$ cat src/sv/lse_pkg.sv
// ----------------------------------------------------------------------------
// lse_pkg
// Shared types and constants of the LIFO stack engine: command and status
// codes, the controller state type and the result record.
// ----------------------------------------------------------------------------
`default_nettype none

package lse_pkg;

  localparam int DATA_W          = 32;
  localparam int ENTRIES_W       = 9;
  localparam int CMD_W           = 3;
  localparam int STATUS_W        = 2;
  localparam int STACK_DEPTH_DEF = 256;

  typedef enum logic [CMD_W-1:0] {
    LSE_CMD_PUSH  = 3'd0,
    LSE_CMD_POP   = 3'd1,
    LSE_CMD_DUP   = 3'd2,
    LSE_CMD_SWAP  = 3'd3,
    LSE_CMD_CLEAR = 3'd4,
    LSE_CMD_PEEK  = 3'd5
  } lse_cmd_t;

  typedef enum logic [STATUS_W-1:0] {
    LSE_ST_OK    = 2'd0,
    LSE_ST_EMPTY = 2'd1,
    LSE_ST_FULL  = 2'd2,
    LSE_ST_FEW   = 2'd3
  } lse_status_t;

  typedef enum logic [1:0] {
    LSE_IDLE     = 2'd0,
    LSE_POP_FILL = 2'd1,
    LSE_SWAP_FIN = 2'd2
  } lse_state_t;

  typedef struct packed {
    logic signed [DATA_W-1:0] value;
    logic [ENTRIES_W-1:0]     entries;
    lse_status_t              status;
    logic                     empty;
  } lse_result_t;

endpackage

`default_nettype wire

$ cat src/sv/lse_outq.sv
// ----------------------------------------------------------------------------
// lse_outq
// Two-slot result queue: output register plus skid slot.
// ----------------------------------------------------------------------------
`default_nettype none

module lse_outq (
  input  wire logic                 clk,
  input  wire logic                 rst_n,
  input  wire logic                 push,
  input  wire lse_pkg::lse_result_t push_data,
  input  wire logic                 out_stall,
  output logic                      out_valid,
  output lse_pkg::lse_result_t      out_data,
  output logic                      full
);
  import lse_pkg::*;

  logic [1:0]  cnt_r, cnt_nxt;
  lse_result_t slot0_r, slot1_r;
  logic        pop, wr0, wr1, shift;

  assign out_valid = (cnt_r != 2'd0);
  assign out_data  = slot0_r;
  assign full      = (cnt_r == 2'd2);
  assign pop       = out_valid && !out_stall;

  assign shift = pop && (cnt_r == 2'd2);
  assign wr0   = push && ((cnt_r == 2'd0) || ((cnt_r == 2'd1) && pop));
  assign wr1   = push && (((cnt_r == 2'd1) && !pop) || ((cnt_r == 2'd2) && pop));

  always_comb begin
    cnt_nxt = cnt_r;
    if (push && !pop) begin
      cnt_nxt = cnt_r + 2'd1;
    end else if (pop && !push) begin
      cnt_nxt = cnt_r - 2'd1;
    end
  end

  always_ff @(posedge clk) begin
    if (!rst_n) begin
      cnt_r <= 2'd0;
    end else begin
      cnt_r <= cnt_nxt;
    end
  end

  always_ff @(posedge clk) begin
    if (shift) begin
      slot0_r <= slot1_r;
    end else if (wr0) begin
      slot0_r <= push_data;
    end
    if (wr1) begin
      slot1_r <= push_data;
    end
  end

endmodule

`default_nettype wire

$ cat config.mk
export PLATFORM = sky130hd
export DESIGN_NAME = lse_outq
export DESIGN_NICKNAME = d
export VERILOG_FILES = /design/src/sv/lse_pkg.sv /design/src/sv/lse_outq.sv
export SDC_FILE = /design/constraint.sdc
export NUM_CORES = 1
export LEC_CHECK = 0
export ABC_AREA = 1
export ABC_CLOCK_PERIOD_IN_PS = 9500
export CORE_MARGIN = 8
export CORE_UTILIZATION = 65
export DETAILED_ROUTE_END_ITERATION = 16
export DONT_BUFFER_PORTS = 1
export PLACE_DENSITY = 0.81
export SYNTH_ARGS = -nofsm -noshare
export SYNTH_HDL_FRONTEND = slang
export SYNTH_SLANG_ARGS = --single-unit
$ cat constraint.sdc
create_clock -name clk -period 9.5 [get_ports clk]
set_clock_uncertainty 0.05 [all_clocks]
set_input_delay 0.475 -clock clk [delete_from_list [all_inputs] [get_ports clk]]
set_output_delay 0.475 -clock clk [all_outputs]
set_load 0.01 [all_outputs]
==> summary.md <==
| Metric | Value |
|---|---|
| Yosys cell types | 15 |
| Pre-CTS setup slack | between 5 and 6 ns |
| Combined global-route utilization of all metal layers | 0.171 |
| Fraction of power consumed by sequential logic | 0.570 |
| Worst relative slew slack | 0.286 |
| Total Negative Setup Slacks | 0 ns |
| Final core area utilization | 0.731 |
| Number of nets in the layout | approximately 310 |
| Arrival time at the worst endpoint | approximately 3.7 ns |
| Startpoint of the most critical hold path | push_data[6] |
| Clock Path Buffers | 2 |
| Starting density of the core | 0.681 |
| First-pass GRT wire length | around 9900 µm |
| Fraction of final layout cells sized beyond drive strength 1 | 0.0861 |
| Peak fanout along the critical path | 47 |
| NetSw | 267 µW |
| Die X | ~90 µm |
| Post-layout total power | about 990 µW |
| Worst hold stages | 0 |
| Residual DRC count | 0 |
| Nets in the synthesized netlist | ~310 |
| Reg2reg setup slack | slightly below 6 ns |
| Antenna violations before repair | 0 |
| Pin count of the biggest net entering global routing | 48 |
| Final cycle utilization of the critical path | 0.389 |
| Sinks on Clock Net | 90 |
| Switching share of power | 0.270 |
| Synth Instances | between 200 and 300 |
| Sequential-to-total area share from yosys stat | 0.767 |
| Die Outline Area | 7990 µm² |
| Reg clk slew, reported paths | approximately 0.080 ns |
| Final Setup Violations | 0 |
| Slack of the critical path | 5.81 ns |
| Standby leakage power | 1.44 nW |
| Via-per-instance ratio | 5.77 |
| Maximum operating frequency | roughly 270 MHz |
| TritonCTS Buffers | 9 |
| Floorplan Core Area | around 5100 µm² |
| Logic depth of the worst register-to-register path | 6 |
| Wirelength per Cell | between 15 and 20 µm |
| Count of pins over their slew limit | 0 |
| Initial detailed-routing violation count | 174 |
| HP Class | in2reg |
| Synthesis-to-finish area growth | 7.37% |
| Hold Violations, Final | 0 |
| Cell Pwr Density | about 260 nW/µm² |
| Run status | finished clean |
| Routed Wire Length | around 6500 µm |
| Antenna viol nets, final | 0 |
| Total of hold buffers inserted after clock tree synthesis | 0 |
| Crit Reg-Reg Startpoint | cnt_r[0] |
| Type of destination of the critical path | flop |
| Mapped Area | ~3500 µm² |
| Number of global-route vias before repair | 1870 |
| Number of buffers inserted by port buffering | 0 |
| Number of inserted filler cells in the final layout | roughly 340 |
| Share of total power in combinational logic | 0.130 |
| Insertion delay to the later sink of the worst-skew pair | ~0.34 ns |
| Part of the total power dissipated in the clock network | 0.299 |
| RSZ-0062 raised after global routing | no |
| Number of synthesis warnings | 0 |
| CP Launch Type | flop |
| Vias | 1944 |
| Cell internal pwr | between 700 and 800 µW |
| Capturing point of the worst reg2reg path | slot1_r[22] |
| Die Span Y | 89.4 µm |
| Required arrival time at the worst endpoint | roughly 9.5 ns |
| Actual transition at the worst max-transition pin | 1.07 ns |
| Max Cap Violations | 0 |
| Number of buffers inserted to repair setup after CTS | 0 |
| Number of gates resized after CTS | 0 |
| Final critical-path required period | roughly 3.7 ns |
| Iteration count of the initial detailed-routing pass | 4 |
| Num ports | between 90 and 100 |
| Endpoint of the worst hold path | slot1_r[6] |
| Cell Rows | 26 |
| Root buf cell | clkbuf_8 |
| Crit Path Category | reg2reg |
| Gr ovfl total | 0 |
| H-tree depth reported by CTS | 3 |
| Highest ir drop seen on vdd | around 0.00015 V |
| HPWL after detailed placement | around 4400 µm |
| Final weighted congestion in routability-driven placement | slightly above 0.7 |
| Number of antenna cells inserted | 0 |
| Average cell area after synthesis | 13.3 µm² |
| TritonCTS clock tree | yes |
| Number of flip-flops and latches in the synthesized netlist | 90 |
[state kept, by name, summed over array words and instances, names as in the netlist]
signal    count
slot1_r      44
cnt_r         2
out_data     44
[critical path, cell delays in order (launching register included)]
cell and delay [ns]:
dfxtp_1 0.35, inv_1 0.09, ha_1 0.27, nor2_4 0.85, nand2_4 0.58, o21ai_4 0.73
buf_4 0.42
[placed cells by master, fill, tap and decap left out, drive strengths merged]
cell     n
ha       3
clkbuf   9
nand2   95
buf      2
bufinv   3
inv      7
edfxtp  88
o21ai    3
clkinv   4
a21oi    3
dfxtp    2
nor2     2
nand3   46
[routing by layer]
layer	part of all wire	track usage	vias up
li1	-	-	916
met1	0.38	0.194	921
met2	0.49	0.265	92
met3	0.11	0.0726	15
met4	0.024	0.101	0
met5	0	0	-
[cell families (layout without fill, tap and decap cells)]
family / Yosys count / in the layout / synth area share
DFF: 90 / 90 / 0.767
and+or+nand+nor: 143 / 143 / 0.176
adders and majority gates: 3 / 3 / 0.0107
buffers and inverters: 21 / 25 / 0.0365
AOI/OAI and AO/OA: 6 / 6 / 0.00966
[synth_stat cells, drive strengths merged]
library cell	n	area [µm²]
ha	3	37.5
nand2	95	372
o21ai	3	15.0
dfxtp	2	40.0
a21oi	3	18.8
nand3	46	230
nor2	2	15.0
inv	7	26.3
buf	14	101
edfxtp	88	2640
[power groups by stage]
stage / registers [mW] / logic, mW / clock network, mW
2_1_floorplan: 0.572 / 0.110 / 0
3_3_place_gp: 0.573 / 0.124 / 0
3_5_place_dp: 0.576 / 0.131 / 0
4_1_cts: 0.568 / 0.133 / 0.300
5_1_grt: 0.571 / 0.146 / 0.317
6_report: 0.565 / 0.129 / 0.296
[layout make-up]
cell class	instances	area (µm²)	area share
Sequential cell	90	2680	0.714
Multi-Input combinational cell	152	713	0.190
Clock buffer	9	124	0.0330
Clock inverter	7	108	0.0286
Tap cell	70	87.6	0.0233
Inverter	7	26.3	0.00700
Timing Repair Buffer	2	15.0	0.00400
[worst max-delay path by stage]
stage,end,slack (ns),start,depth (start not counted)
floorplan,slot1_r[0],4.92,cnt_r[0],5
global route,slot1_r[43],5.51,cnt_r[0],6
detailed placement,slot1_r[24],5.78,cnt_r[0],6
global placement,slot1_r[21],5.97,cnt_r[0],6
finish,slot1_r[22],5.81,cnt_r[0],6
CTS,slot1_r[32],5.75,cnt_r[0],6
[stage by stage]
step                hold WS, ns  std cells  instance area (µm²)
CTS                       0.151        337                 3760
global route              0.150        337                 3760
floorplan                 0.438        263                 3500
finish                    0.171        337                 3760
detailed placement        0.467        321                 3520
global placement          0.459        321                 3520
Note: power is estimated with default switching activity, not from simulation.
