<file path="config.mk">
export PLATFORM = sky130hd
export DESIGN_NAME = lse_ctrl
export DESIGN_NICKNAME = d
export VERILOG_FILES = /design/src/sv/lse_pkg.sv /design/src/sv/lse_ctrl.sv
export SDC_FILE = /design/constraint.sdc
export NUM_CORES = 1
export LEC_CHECK = 0
export ABC_AREA = 1
export BUFFER_PORTS_ARGS = -buffer_cell sky130_fd_sc_hd__buf_2
export CAP_MARGIN = 20
export CORE_ASPECT_RATIO = 0.6
export CORE_UTILIZATION = 45
export CTS_CLUSTER_SIZE = 14
export DETAILED_ROUTE_END_ITERATION = 12
export PLACE_DENSITY = 0.78
export SETUP_SLACK_MARGIN = 0.4
export SYNTH_ARGS = -nofsm -noshare
export SYNTH_HDL_FRONTEND = slang
export SYNTH_SLANG_ARGS = --single-unit
</file>
<file path="constraint.sdc">
create_clock -name clk -period 2.5 [get_ports clk]
set_input_delay 0.25 -clock clk [delete_from_list [all_inputs] [get_ports clk]]
set_output_delay 0.25 -clock clk [all_outputs]
set_load 0.02 [all_outputs]
</file>
<file path="src/sv/lse_pkg.sv">
// ----------------------------------------------------------------------------
// lse_pkg
// Shared types and constants of the LIFO stack engine: command and status
// codes, the controller state type and the result record.
// ----------------------------------------------------------------------------
`default_nettype none

package lse_pkg;

  localparam int DATA_W          = 32;
  localparam int ENTRIES_W       = 9;
  localparam int CMD_W           = 3;
  localparam int STATUS_W        = 2;
  localparam int STACK_DEPTH_DEF = 256;

  typedef enum logic [CMD_W-1:0] {
    LSE_CMD_PUSH  = 3'd0,
    LSE_CMD_POP   = 3'd1,
    LSE_CMD_DUP   = 3'd2,
    LSE_CMD_SWAP  = 3'd3,
    LSE_CMD_CLEAR = 3'd4,
    LSE_CMD_PEEK  = 3'd5
  } lse_cmd_t;

  typedef enum logic [STATUS_W-1:0] {
    LSE_ST_OK    = 2'd0,
    LSE_ST_EMPTY = 2'd1,
    LSE_ST_FULL  = 2'd2,
    LSE_ST_FEW   = 2'd3
  } lse_status_t;

  typedef enum logic [1:0] {
    LSE_IDLE     = 2'd0,
    LSE_POP_FILL = 2'd1,
    LSE_SWAP_FIN = 2'd2
  } lse_state_t;

  typedef struct packed {
    logic signed [DATA_W-1:0] value;
    logic [ENTRIES_W-1:0]     entries;
    lse_status_t              status;
    logic                     empty;
  } lse_result_t;

endpackage

`default_nettype wire

</file>
<file path="src/sv/lse_ctrl.sv">
// ----------------------------------------------------------------------------
// lse_ctrl
// Command sequencer: holds the count and the cached top word, drives the
// word store and produces one result record per command.
// ----------------------------------------------------------------------------
`default_nettype none

module lse_ctrl #(
  parameter int STACK_DEPTH = lse_pkg::STACK_DEPTH_DEF
) (
  input  wire logic                                    clk,
  input  wire logic                                    rst_n,
  input  wire logic                                    accept,
  input  wire logic [lse_pkg::CMD_W-1:0]               cmd,
  input  wire logic signed [lse_pkg::DATA_W-1:0]       push_value,
  output logic                                         busy,
  output logic [$clog2(STACK_DEPTH+1)-1:0]             fill_level,
  output logic                                         mem_we,
  output logic [$clog2(STACK_DEPTH)-1:0]               mem_waddr,
  output logic signed [lse_pkg::DATA_W-1:0]            mem_wdata,
  output logic                                         mem_re,
  output logic [$clog2(STACK_DEPTH)-1:0]               mem_raddr,
  input  wire logic signed [lse_pkg::DATA_W-1:0]       mem_rdata,
  output logic                                         res_push,
  output lse_pkg::lse_result_t                         res
);
  import lse_pkg::*;

  localparam int AW = $clog2(STACK_DEPTH);
  localparam int CW = $clog2(STACK_DEPTH + 1);

  lse_state_t               state_r, state_nxt;
  logic [CW-1:0]            fill_r, fill_nxt;
  logic signed [DATA_W-1:0] top_r, top_nxt;

  logic                     is_empty, at_full, two_plus;
  logic [AW-1:0]            fm1, fm2;
  logic signed [DATA_W-1:0] top_or_zero;

  always_ff @(posedge clk) begin
    if (!rst_n) begin
      state_r <= LSE_IDLE;
      fill_r  <= '0;
    end else begin
      state_r <= state_nxt;
      fill_r  <= fill_nxt;
    end
  end

  always_ff @(posedge clk) begin
    top_r <= top_nxt;
  end

  assign is_empty    = (fill_r == '0);
  assign at_full     = (fill_r == CW'(STACK_DEPTH));
  assign two_plus    = (fill_r >= CW'(2));
  assign fm1         = AW'(fill_r - CW'(1));
  assign fm2         = AW'(fill_r - CW'(2));
  assign top_or_zero = is_empty ? '0 : top_r;
  assign busy        = (state_r != LSE_IDLE);
  assign fill_level  = fill_r;

  always_comb begin
    state_nxt   = state_r;
    fill_nxt    = fill_r;
    top_nxt     = top_r;
    mem_we      = 1'b0;
    mem_waddr   = fm1;
    mem_wdata   = top_r;
    mem_re      = 1'b0;
    mem_raddr   = fm2;
    res_push    = 1'b0;
    res.value   = top_or_zero;
    res.entries = ENTRIES_W'(fill_r);
    res.status  = LSE_ST_OK;
    res.empty   = is_empty;

    case (state_r)
      LSE_IDLE: begin
        if (accept) begin
          res_push = 1'b1;
          case (cmd)
            LSE_CMD_PUSH: begin
              if (at_full) begin
                res.status = LSE_ST_FULL;
              end else begin
                // old top moves down into the store
                mem_we    = !is_empty;
                top_nxt   = push_value;
                fill_nxt  = fill_r + CW'(1);
                res.value = push_value;
              end
            end
            LSE_CMD_POP: begin
              if (is_empty) begin
                res.status = LSE_ST_EMPTY;
              end else begin
                res.value = top_r;
                fill_nxt  = fill_r - CW'(1);
                if (two_plus) begin
                  mem_re    = 1'b1;
                  state_nxt = LSE_POP_FILL;
                end
              end
            end
            LSE_CMD_DUP: begin
              if (is_empty) begin
                res.status = LSE_ST_EMPTY;
              end else if (at_full) begin
                res.status = LSE_ST_FULL;
              end else begin
                mem_we    = 1'b1;
                fill_nxt  = fill_r + CW'(1);
                res.value = top_r;
              end
            end
            LSE_CMD_SWAP: begin
              if (!two_plus) begin
                res.status = LSE_ST_FEW;
              end else begin
                mem_re    = 1'b1;
                res_push  = 1'b0;
                state_nxt = LSE_SWAP_FIN;
              end
            end
            LSE_CMD_CLEAR: begin
              if (is_empty) begin
                res.status = LSE_ST_EMPTY;
              end
              fill_nxt  = '0;
              res.value = '0;
            end
            LSE_CMD_PEEK: begin
              if (is_empty) begin
                res.status = LSE_ST_EMPTY;
              end
            end
            default: begin
            end
          endcase
          res.entries = ENTRIES_W'(fill_nxt);
          res.empty   = (fill_nxt == '0);
        end
      end
      LSE_POP_FILL: begin
        top_nxt   = mem_rdata;
        state_nxt = LSE_IDLE;
      end
      LSE_SWAP_FIN: begin
        mem_we    = 1'b1;
        mem_waddr = fm2;
        mem_wdata = top_r;
        top_nxt   = mem_rdata;
        res_push  = 1'b1;
        res.value = mem_rdata;
        state_nxt = LSE_IDLE;
      end
      default: begin
        state_nxt = LSE_IDLE;
      end
    endcase
  end

endmodule

`default_nettype wire

</file>
==> qor.csv <==
metric,value,unit
area of the core,9189,sq um
final setup margin,0.07056,ns
CTS tree,yes,
Pleak,0.002965,uW
Final Max Tran Viols,0,
min cycle time layout,2.429,ns
Worst Skew,0.004538,ns
Hold WS,0.2530,ns
hold buffers post-CTS,0,
syn_nets,741,
Worst slew margin,68.83,%
Cells after Synth,662,
# IOs,175,
Core Rows,27,
Unique masters post-synth,39,
period utilization,97.18,%
Worst setup EP type,output port,
post-route ant nets,0,
mapped cell area,4255,sq um
hpwl dp,11040,microns
die height,77.33,microns
PortBufs,174,
post-place setup slack,0.07485,ns
Clock Latency Late Sink,0.29,ns
initial antenna violation count,0,
most frequent cells in the layout,"181 x nand2_1, 146 x buf_2, 77 x inv_1",
largest net degree at the start of global routing,45,
met2 routed WL,7714,microns
# diodes,0,
"Power, Total",2678,uW
CTS buffer count,5,
Synth warnings,0,
RSZ-0062 raised after global routing,yes,
share of layout cells above drive strength 1,38.77,%
Setup crit start kind,flop,
GPL Wtd Cong,1.022,
Critical Setup Path Class,reg -> out,
"Clk pin slew, worst setup/hold paths",0.07,ns
Top Metal Used,met4,
Final Cell Area,6307,sq um
register area share after synthesis,27.76,%
Final setup viols,0,
# fillers,756,
Area Growth Syn to Fin,48.22,%
overall die area,9862,sq um
class of the worst hold path,in -> reg,
"most common cell after layout, fill and taps aside",nand2_1,
Fmax,411.6,MHz
wl on met1,6953,microns
Avg WL per Cell,17.52,microns
critical path peak fanout,7,
Critical Path AT,2.18,ns
setup TNS,0,ns
H-tree lvl count,2,
DR WL met3,2282,microns
critical path data required time,2.25,ns
Detailed Routing Iterations Pass 1,5,
worst vdd ir,0.2922,mV
WL final,17330,microns
PwrDens,424.5,nW/um^2
Placed Instance Area,5184,sq um
Initial DRC Count,738,
CTS max path bufs,2,
mean number of vias per cell,5.706,
Sink Count,43,
die width,127.5,microns
Avg Synthesized Cell Area,6.428,sq um
DRC Markers,0,
pin slew with the least headroom to its limit,0.4664,ns
Fin. Hold Viols,0,
outcome,completed,
max cap viols,0,
first-pass GRT wire length,25220,microns
vias in the first global route,4914,
overall routing resource usage,32.79,%
# nets final,937,
GR Overflow Total,0,
via count,5643,
Starting Density,46.31,%
root buffer cell,clkbuf_16,
Yosys reg bits,43,
## synthesized netlist by cell type (all sizes together)
cell	n	area share, %
a21oi	12	1.8
o31ai	2	0.35
o211ai	12	2.1
nand4	5	0.74
nor2	44	5.3
buf	23	4.1
o22ai	19	2.8
and2	3	0.44
xor2	9	1.9
dfxtp	11	5.2
o221ai	1	0.21
o311ai	1	0.21
a21boi	1	0.18
o21ai	90	11
inv	87	7.7
xnor2	1	0.21
nor3	1	0.12
a32oi	1	0.21
ha	9	2.6
edfxtp	32	23
a31oi	2	0.29
nand3	79	9.7
nand2	196	18
clkbuf	19	1.7
mux2	1	0.26
clkinv	1	0.088
## flip-flops by register name (all words and copies together) (netlist names)
| name | flops |
|---|---|
| fill_level | 9 |
| state_r | 2 |
| mem_wdata | 32 |
## final cells by class
| cell class | count | area, sq um | share of cell area (%) |
|---|---|---|---|
| well taps | 130 | 162.7 | 2.579 |
| clock buffers | 6 | 128.9 | 2.043 |
| flip-flops and latches | 43 | 1204 | 19.08 |
| repair inverters | 1 | 7.507 | 0.1190 |
| inverters | 88 | 351.6 | 5.574 |
| multi-input cells | 493 | 2952 | 46.80 |
| repair buffers | 226 | 1489 | 23.61 |
| clock inverters | 2 | 12.51 | 0.1984 |
## per-stage QoR
stage | instances | util (%)
after global routing | 989 | 68.64
after CTS | 973 | 64.66
final | 989 | 68.64
after detailed placement | 940 | 56.41
after floorplan | 662 | -
after global placement | 940 | 56.41
## timing repair
action / 4_1_cts / 5_1_grt
gates resized for setup: 107 / 59
endpoints found under the setup margin: 86 / 86
gates cloned: 4 / 3
buffers inserted: 21 / 13
pin swaps: 23 / 20
## where the power goes
part | switching (uW) | total, uW | internal [uW] | leakage (uW)
logic | 752 | 1200 | 448 | 0.00251
clock network | 298 | 668 | 370 | 0.0000669
registers | 22.6 | 811 | 788 | 0.000385
total | 1070 | 2680 | 1610 | 0.00296
## worst paths after layout
check	startpoint	to	slack [ns]	cells after the start
hold / removal	mem_rdata[29]	mem_wdata[29]$_DFFE_PP_	0.25	3
setup / recovery	fill_level[1]$_SDFFE_PN0P_	mem_re	0.07	11
hold reg to reg	fill_level[5]$_SDFFE_PN0P_	fill_level[5]$_SDFFE_PN0P_	0.57	2
setup reg to reg	fill_level[1]$_SDFFE_PN0P_	mem_wdata[2]$_DFFE_PP_	0.35	11
## cells by family after synthesis
| family | after synthesis | synth area share [%] |
|---|---|---|
| AO/OA/AOI/OAI | 141 | 19.58 |
| multiplexers | 1 | 0.2646 |
| XOR/XNOR | 10 | 2.058 |
| flip-flops | 43 | 27.76 |
| AND/OR/NAND/NOR | 328 | 34.11 |
| buffers and inverters | 130 | 13.58 |
| adder cells (fa/ha/maj) | 9 | 2.646 |
## critical path, cell delays in order, from the launching register on
cell	delay, ns
dfxtp_4	0.42
inv_8	0.06
ha_4	0.17
nand2_4	0.10
nor2_8	0.06
a21oi_4	0.30
buf_4	0.18
o22ai_2	0.07
nor2_2	0.20
inv_2	0.10
nor2_4	0.10
buf_6	0.13
## routing by layer
layer / vias to the layer above / track usage, %
met5: - / 0
met4: 0 / 9.167
met2: 438 / 50.71
met1: 2566 / 46.35
met3: 50 / 6.141
li1: 2589 / -
(Power assumes the default switching activity.)
